===== src/hw/rtl/asf_header_object_parser_assert.svh =====
// Assertion macros for the header object parser.
`ifndef ASF_HEADER_OBJECT_PARSER_ASSERT_SVH
`define ASF_HEADER_OBJECT_PARSER_ASSERT_SVH

// Check that a condition holds at every clock edge outside reset.
`define ASF_HOP_ASSERT(label, cond, msg) \
  label: assert property (@(posedge clk_i) disable iff (!rst_ni) (cond)) \
    else $error(msg);

// Check that a trigger is followed by a consequence in the next cycle.
`define ASF_HOP_ASSERT_NEXT(label, trig, cons, msg) \
  label: assert property (@(posedge clk_i) disable iff (!rst_ni) (trig) |=> (cons)) \
    else $error(msg);

`endif


===== src/hw/rtl/asf_hop_pkg.sv =====
// Types, constants and codes shared by the header object parser.
package asf_hop_pkg;

  localparam int unsigned StreamTableDepthDefault = 20;

  localparam logic [4:0]  PrefixBytes  = 5'd30;
  localparam logic [63:0] HeadBytes    = 64'd24;
  localparam logic [63:0] PktLenAt     = 64'd92;
  localparam logic [63:0] StreamIdAt   = 64'd72;
  localparam logic [63:0] LenStartAt   = 64'd16;
  localparam logic [63:0] LenLastAt    = 64'd23;

  localparam logic [127:0] FileGuid   = {64'h6553200cc000e48e, 64'h11cfa9478cabdca1};
  localparam logic [127:0] StreamGuid = {64'h6553200cc000e68e, 64'h11cfa9b7b7dc0791};

  localparam logic [1:0] ObjUnknown = 2'd0;
  localparam logic [1:0] ObjFile    = 2'd1;
  localparam logic [1:0] ObjStream  = 2'd2;

  localparam logic [1:0] KindRecorded = 2'd0;
  localparam logic [1:0] KindSkipped  = 2'd1;
  localparam logic [1:0] KindSummary  = 2'd2;

  localparam int unsigned ResQueueDepth = 4;
  localparam int unsigned ResPtrW       = $clog2(ResQueueDepth);
  localparam int unsigned ResCountW     = $clog2(ResQueueDepth + 1);

  typedef struct packed {
    logic [7:0] header_byte;
    logic       final_byte;
  } in_item_t;

  typedef struct packed {
    logic [1:0]         kind;
    logic [15:0]        stream_ident;
    logic [4:0]         stream_count;
    logic signed [31:0] pkt_size;
    logic               malformed;
    logic               last_of_run;
  } out_item_t;

  typedef struct packed {
    logic [1:0] num;
    out_item_t  first;
    out_item_t  second;
  } res_push_t;

  typedef struct packed {
    logic [4:0] prefix_left;
    logic       stopped;
  } parse_status_t;

endpackage


===== src/hw/rtl/asf_header_object_parser.sv =====
// Top level of the header object parser: byte walk feeding a result queue.
//
//   channel | direction | payload                 | handshake
//   in      | input     | in_item_i (in_item_t)   | in_valid_i / in_stall_o
//   out     | output    | out_item_o (out_item_t) | out_valid_o / out_stall_i
//
// One header byte is taken per cycle while in_stall_o is low; its results enter the queue at the accepting edge.
// A result shows on out_valid_o from the cycle after its byte is accepted.
// A byte gives up to two results, the queue drains one per cycle while out_stall_i is low.
// in_stall_o rises only when the result queue holds more than two results.
// Asynchronous active-low reset returns to the start of a header.
module asf_header_object_parser #(
  parameter int unsigned StreamTableDepth = asf_hop_pkg::StreamTableDepthDefault
) (
  input  logic                   clk_i,
  input  logic                   rst_ni,
  input  logic                   in_valid_i,
  output logic                   in_stall_o,
  input  asf_hop_pkg::in_item_t  in_item_i,
  output logic                   out_valid_o,
  input  logic                   out_stall_i,
  output asf_hop_pkg::out_item_t out_item_o
);
  import asf_hop_pkg::*;

  logic                 in_acc;
  res_push_t            push;
  parse_status_t        status;
  logic                 full;
  logic [ResCountW-1:0] count;
  logic                 fin_acc;
  logic                 rearmed;

  assign in_acc     = in_valid_i && !in_stall_o;
  assign in_stall_o = full;
  assign fin_acc    = in_acc && in_item_i.final_byte;
  assign rearmed    = (status.prefix_left == PrefixBytes) && !status.stopped;

  asf_hop_parse #(
    .StreamTableDepth(StreamTableDepth)
  ) u_parse (
    .clk_i   (clk_i),
    .rst_ni  (rst_ni),
    .accept_i(in_acc),
    .item_i  (in_item_i),
    .push_o  (push),
    .status_o(status)
  );

  asf_hop_resq u_resq (
    .clk_i  (clk_i),
    .rst_ni (rst_ni),
    .push_i (push),
    .pop_i  (!out_stall_i),
    .valid_o(out_valid_o),
    .item_o (out_item_o),
    .full_o (full),
    .count_o(count)
  );

`include "asf_header_object_parser_assert.svh"

  `ASF_HOP_ASSERT(a_queue_bound, count <= ResCountW'(ResQueueDepth), "result queue overflow")
  `ASF_HOP_ASSERT_NEXT(a_final_summary, fin_acc, out_valid_o, "no summary queued")
  `ASF_HOP_ASSERT_NEXT(a_final_rearm, fin_acc, rearmed, "parser not rearmed after final byte")

endmodule


===== src/hw/rtl/asf_hop_parse.sv =====
// Per-byte header walk: object offset, GUID match, length, packet length and stream ids.
module asf_hop_parse #(
  parameter int unsigned StreamTableDepth = asf_hop_pkg::StreamTableDepthDefault
) (
  input  logic                      clk_i,
  input  logic                      rst_ni,
  input  logic                      accept_i,
  input  asf_hop_pkg::in_item_t     item_i,
  output asf_hop_pkg::res_push_t    push_o,
  output asf_hop_pkg::parse_status_t status_o
);
  import asf_hop_pkg::*;

  logic [4:0]  prefix_q, prefix_d;
  logic [63:0] off_q, off_d;
  logic [63:0] len_q, len_d;
  logic        mfile_q, mfile_d;
  logic        mstream_q, mstream_d;
  logic [1:0]  obj_q, obj_d;
  logic [31:0] pkt_q, pkt_d;
  logic [4:0]  streams_q, streams_d;
  logic [7:0]  sid_low_q, sid_low_d;
  logic        stopped_q, stopped_d;

  logic [7:0]  b;
  logic        adv;
  logic [63:0] off_inc;
  logic [63:0] len_eff;
  logic [63:0] len_full;
  logic        stream_emit;
  logic [1:0]  stream_kind;
  logic [15:0] sid;
  out_item_t   stream_res;
  out_item_t   summary_res;

  assign b        = item_i.header_byte;
  assign off_inc  = off_q + 64'd1;
  assign len_full = {b, len_q[55:0]};

  always_comb begin
    prefix_d    = prefix_q;
    off_d       = off_q;
    len_d       = len_q;
    mfile_d     = mfile_q;
    mstream_d   = mstream_q;
    obj_d       = obj_q;
    pkt_d       = pkt_q;
    streams_d   = streams_q;
    sid_low_d   = sid_low_q;
    stopped_d   = stopped_q;
    adv         = 1'b0;
    len_eff     = len_q;
    stream_emit = 1'b0;
    stream_kind = KindRecorded;
    sid         = {b, sid_low_q};
    if (!stopped_q) begin
      if (prefix_q != 5'd0) begin
        prefix_d = prefix_q - 5'd1;
      end else begin
        adv = 1'b1;
        if (off_q < LenStartAt) begin
          mfile_d   = ((off_q[3:0] == 4'd0) | mfile_q) &
                      (b == FileGuid[{off_q[3:0], 3'b000} +: 8]);
          mstream_d = ((off_q[3:0] == 4'd0) | mstream_q) &
                      (b == StreamGuid[{off_q[3:0], 3'b000} +: 8]);
          if (off_q == 64'd0) begin
            obj_d = ObjUnknown;
          end
        end else if (off_q < LenLastAt) begin
          len_d[{off_q[2:0], 3'b000} +: 8] = b;
        end else if (off_q == LenLastAt) begin
          len_d   = len_full;
          len_eff = len_full;
          if (len_full < HeadBytes) begin
            stopped_d = 1'b1;
            adv       = 1'b0;
          end else if (mfile_q) begin
            obj_d = ObjFile;
          end else if (mstream_q) begin
            obj_d = ObjStream;
          end else begin
            obj_d = ObjUnknown;
          end
        end else if (obj_q == ObjFile) begin
          if (off_q == PktLenAt) begin
            pkt_d = {24'd0, b};
          end else if (off_q > PktLenAt && off_q < PktLenAt + 64'd4) begin
            pkt_d[{off_q[1:0], 3'b000} +: 8] = b;
          end
        end else if (obj_q == ObjStream) begin
          if (off_q == StreamIdAt) begin
            sid_low_d = b;
          end else if (off_q == StreamIdAt + 64'd1) begin
            stream_emit = 1'b1;
            if (streams_q < 5'(StreamTableDepth)) begin
              streams_d   = streams_q + 5'd1;
              stream_kind = KindRecorded;
            end else begin
              stream_kind = KindSkipped;
            end
          end
        end
        if (adv) begin
          off_d = (off_inc >= HeadBytes && off_inc == len_eff) ? 64'd0 : off_inc;
        end
      end
    end
  end

  always_comb begin
    stream_res.kind          = stream_kind;
    stream_res.stream_ident  = sid;
    stream_res.stream_count  = streams_d;
    stream_res.pkt_size      = pkt_d;
    stream_res.malformed     = 1'b0;
    stream_res.last_of_run   = !item_i.final_byte;

    summary_res.kind          = KindSummary;
    summary_res.stream_ident  = 16'd0;
    summary_res.stream_count  = streams_d;
    summary_res.pkt_size      = pkt_d;
    summary_res.malformed     = stopped_d;
    summary_res.last_of_run   = 1'b1;

    push_o.num    = 2'd0;
    push_o.first  = stream_emit ? stream_res : summary_res;
    push_o.second = summary_res;
    if (accept_i) begin
      push_o.num = 2'({1'b0, stream_emit} + {1'b0, item_i.final_byte});
    end
  end

  always_ff @(posedge clk_i or negedge rst_ni) begin
    if (!rst_ni) begin
      prefix_q  <= PrefixBytes;
      off_q     <= 64'd0;
      len_q     <= 64'd0;
      mfile_q   <= 1'b0;
      mstream_q <= 1'b0;
      obj_q     <= ObjUnknown;
      pkt_q     <= '1;
      streams_q <= 5'd0;
      sid_low_q <= 8'd0;
      stopped_q <= 1'b0;
    end else if (accept_i) begin
      if (item_i.final_byte) begin
        prefix_q  <= PrefixBytes;
        off_q     <= 64'd0;
        len_q     <= 64'd0;
        mfile_q   <= 1'b0;
        mstream_q <= 1'b0;
        obj_q     <= ObjUnknown;
        pkt_q     <= '1;
        streams_q <= 5'd0;
        sid_low_q <= 8'd0;
        stopped_q <= 1'b0;
      end else begin
        prefix_q  <= prefix_d;
        off_q     <= off_d;
        len_q     <= len_d;
        mfile_q   <= mfile_d;
        mstream_q <= mstream_d;
        obj_q     <= obj_d;
        pkt_q     <= pkt_d;
        streams_q <= streams_d;
        sid_low_q <= sid_low_d;
        stopped_q <= stopped_d;
      end
    end
  end

  assign status_o.prefix_left = prefix_q;
  assign status_o.stopped     = stopped_q;

endmodule


===== src/hw/rtl/asf_hop_resq.sv =====
// Result queue: takes up to two results per cycle, hands out one per cycle while pop_i is high.
module asf_hop_resq (
  input  logic                                clk_i,
  input  logic                                rst_ni,
  input  asf_hop_pkg::res_push_t              push_i,
  input  logic                                pop_i,
  output logic                                valid_o,
  output asf_hop_pkg::out_item_t              item_o,
  output logic                                full_o,
  output logic [asf_hop_pkg::ResCountW-1:0]   count_o
);
  import asf_hop_pkg::*;

  out_item_t            mem_q [ResQueueDepth];
  logic [ResPtrW-1:0]   wr_q, rd_q;
  logic [ResCountW-1:0] count_q;
  logic                 pop;

  assign pop     = pop_i && (count_q != '0);
  assign valid_o = (count_q != '0);
  assign item_o  = mem_q[rd_q];
  assign full_o  = (count_q > ResCountW'(ResQueueDepth - 2));
  assign count_o = count_q;

  always_ff @(posedge clk_i) begin
    if (push_i.num != 2'd0) begin
      mem_q[wr_q] <= push_i.first;
    end
    if (push_i.num == 2'd2) begin
      mem_q[wr_q + ResPtrW'(1)] <= push_i.second;
    end
  end

  always_ff @(posedge clk_i or negedge rst_ni) begin
    if (!rst_ni) begin
      wr_q    <= '0;
      rd_q    <= '0;
      count_q <= '0;
    end else begin
      wr_q    <= wr_q + ResPtrW'(push_i.num);
      rd_q    <= rd_q + ResPtrW'(pop);
      count_q <= count_q + ResCountW'(push_i.num) - ResCountW'(pop);
    end
  end

endmodule

===== config.mk =====
export PLATFORM = sky130hd
export DESIGN_NAME = asf_header_object_parser
export DESIGN_NICKNAME = d
export VERILOG_FILES = /design/src/hw/rtl/asf_hop_pkg.sv /design/src/hw/rtl/asf_header_object_parser.sv /design/src/hw/rtl/asf_hop_parse.sv /design/src/hw/rtl/asf_hop_resq.sv
export VERILOG_INCLUDE_DIRS = /design/src /design/src/hw/rtl
export SDC_FILE = /design/constraint.sdc
export NUM_CORES = 1
export LEC_CHECK = 0
export BUFFER_PORTS_ARGS = -buffer_cell sky130_fd_sc_hd__buf_2
export CAP_MARGIN = 20
export CORE_MARGIN = 2
export CORE_UTILIZATION = 45
export DETAILED_ROUTE_END_ITERATION = 16
export GPL_ROUTABILITY_DRIVEN = 0
export PLACE_DENSITY = 0.63
export SLEW_MARGIN = 20
export SYNTH_ARGS = -nofsm -noshare
export SYNTH_HDL_FRONTEND = slang
export SYNTH_HIERARCHICAL = 1
export SYNTH_SLANG_ARGS = --single-unit

===== constraint.sdc =====
create_clock -name clk_i -period 7.84 [get_ports clk_i]
set_clock_uncertainty 0.2 [all_clocks]
set_input_delay 0 -clock clk_i [delete_from_list [all_inputs] [get_ports clk_i]]
set_output_delay 0 -clock clk_i [all_outputs]
set_load 0.01 [all_outputs]

==> results.ini <==
[outcome]
status=completed

[synthesis]
synthCells=2323
ys_warn_count=6
synth_area_um2=25380
postSynthAreaPerCell_um2=10.93

[critical_path]
r2r-end=u_parse/off_q[23]$_DFFE_PN0P_
cp_slowest_cell=nor4_1
path_common_cell=nor4_1
crit_type=flop to flop
r2r-start=u_parse/off_q[1]$_DFFE_PN0P_
worstSetupStartpoint=u_parse/off_q[1]$_DFFE_PN0P_
crit_path_end=u_parse/off_q[23]$_DFFE_PN0P_
endpoint_kind=flop
path_max_fanout=74
crit_arrival_ns=6.76
rr_worst_depth=13
crit_path_start_kind=flop
crit_chain=ha_1 -> nand3_1 -> nor4_1 -> nand4_1 -> o21a_1 -> or3b_1 -> nor4_1 -> and4_1 -> a211oi_1 -> a31oi_4 -> buf_12 -> a21oi_1 -> o21ai_1
required_ns=8.13
max_stage_delay_ns=0.99
regToRegSetupSlack_ns=1.37

[drt]
via_per_inst=6.214
drt_iter0_markers=2381
firstDrtPassIters=6
wire_per_inst_um=23.51
drt_wl_total_um=72120
ant_nets=0
vias=19070
drc_errors=0

[sta]
min_period_over_period=0.8258
fmax_ghz=0.1545
post-route-min-period_ns=6.474
report.final.slew_viol_count=0
tightest_slew_ns=1.103
final-setup-viol-count=0
rsz0062_at_grt=no
hold_viol=0
finalSetupTns_ns=0
slew_headroom=0.2576

[floorplanning]
die-area_um2=58320
rows=87
die_w_um=241.5
die_height_um=241.5
coreArea_um2=56060
io_pins=72
start_util=0.4528

[grt]
grt_pass1_wl_um=111600
grt_max_degree=76
grt_overflow=0
grt_use_total=0.2485
antenna_found_initial=1
grt_pass1_vias=18280

[clock_network]
numCtsBuffers=47
clockBufferDepth=3
cts_max_level=2
cts_tree=yes
post-cts-setup-buffers=0
path_clk_slew_ns=0.06
cts.sinks=418
clock_latency_ns=0.60
cts-root-buf=clkbuf_16

[final_layout]
area_growth_pct=8.952
nFillCells=4992
nNetsFinal=2304
fin_area_um2=27650
diodes=0
drive_gt1_frac=0.2106

[power]
power_density_nw_per_um2=225.9
peakVddDrop_v=0.0001813
post-layout-total-power_mw=6.247
leakagePower_nw=9.823

[placed_design]
placed_cell_area_um2=25900
dp_hpwl_um=47500
port_buffers=71

[job]
cap_violations=0

[min_path]
min_from=out_stall_i
min_path_type=input port to flop

## critical path, delay by kind of cell, from the launching register on
family	cells	cell delay, ns
compound gates	5	1.50
buf+inv	1	0.36
simple gates	6	2.97
fa+ha+maj	1	0.59
flops	1	0.67
## cell usage in the layout (no fill, tap or decap), types with 16 or more instances in the layout
cell type and n:
a22o_1 64, o21ai_1 29, mux2_2 144, dfstp_2 36
nand4_1 65, nor3_1 53, nor2b_1 18, mux2_1 40
ha_1 16, nand3_1 121, nor2_1 102, o22a_1 32
and2_1 23, xor2_1 35, dfrtp_1 152, nor4_1 67
edfxtp_1 228, or4_1 16, nand2_1 205, buf_2 70
conb_1 19, or3_1 25, mux2_4 49, mux2i_1 21
clkbuf_16 48, mux4_2 57, xnor2_1 84, buf_4 25
a21oi_1 84, o21ai_0 60, and3_1 17, nand2b_1 19
inv_1 53
## layout make-up
class                           instances  area [um2]  share of cell area
Clock buffer                           67        1323             0.04782
Tap cell                              756       945.9             0.03421
Inverter                               55       206.4            0.007465
Timing Repair Buffer                  115       809.5             0.02927
Sequential cell                       418       11650              0.4213
Multi-Input combinational cell       1637       12450              0.4501
Clock inverter                         20       270.3            0.009773
## report_power, final
part,switching (mW),internal [mW]
logic,0.714,0.583
clock network,0.935,1.35
registers,0.176,2.49
total,1.82,4.42
## flip-flops by register name (all words and copies together) (netlist names)
register	cells
u_parse/off_q	64
u_resq/rd_q	2
u_parse/obj_q	2
u_parse/pkt_q	32
u_resq/count_o	3
u_parse/streams_q	5
u_parse/sid_low_q	8
u_parse/mstream_q	1
u_resq/wr_q	2
u_parse/mfile_q	1
u_resq/mem_q	228
u_parse/stopped_q	1
u_parse/prefix_q	5
u_parse/len_q	64
## stage by stage
stage	instances	utilization	setup WS, ns	hold slack [ns]
after floorplan	2340	-	0.1589	-0.4956
after global placement	2967	0.4621	2.041	-0.05589
after detailed placement	2967	0.4621	1.715	-0.05235
after CTS	3068	0.4933	1.681	0.04301
after global routing	3068	0.4933	1.110	0.1028
final	3068	0.4933	1.366	0.08203
## worst min-delay path by stage
| stage | endpoint | slack [ns] | cells past startpoint |
|---|---|---|---|
| detailed placement | u_parse/off_q[56]$_DFFE_PN0P_ | -0.05 | 1 |
| CTS | u_resq/rd_q[0]$_DFF_PN0_ | 0.04 | 5 |
| global route | u_resq/rd_q[0]$_DFF_PN0_ | 0.10 | 5 |
| floorplan | u_parse/len_q[0]$_DFFE_PN0P_ | -0.50 | 0 |
| finish | u_resq/rd_q[0]$_DFF_PN0_ | 0.08 | 5 |
| global placement | u_parse/off_q[34]$_DFFE_PN0P_ | -0.06 | 1 |
## per-layer routing
layer | track usage | vias up | part of all wire
met5 | 0 | - | 0.00015
met4 | 0.08605 | 2 | 0.039
met3 | 0.04444 | 201 | 0.083
met2 | 0.3883 | 925 | 0.46
met1 | 0.3488 | 9405 | 0.42
li1 | - | 8532 | -
## what timing repair did
action / CTS / global route
endpoints found under the hold margin: 181 / 0
hold buffers: 14 / 0
resized for setup: 0 / 0
(Power assumes the default switching activity.)
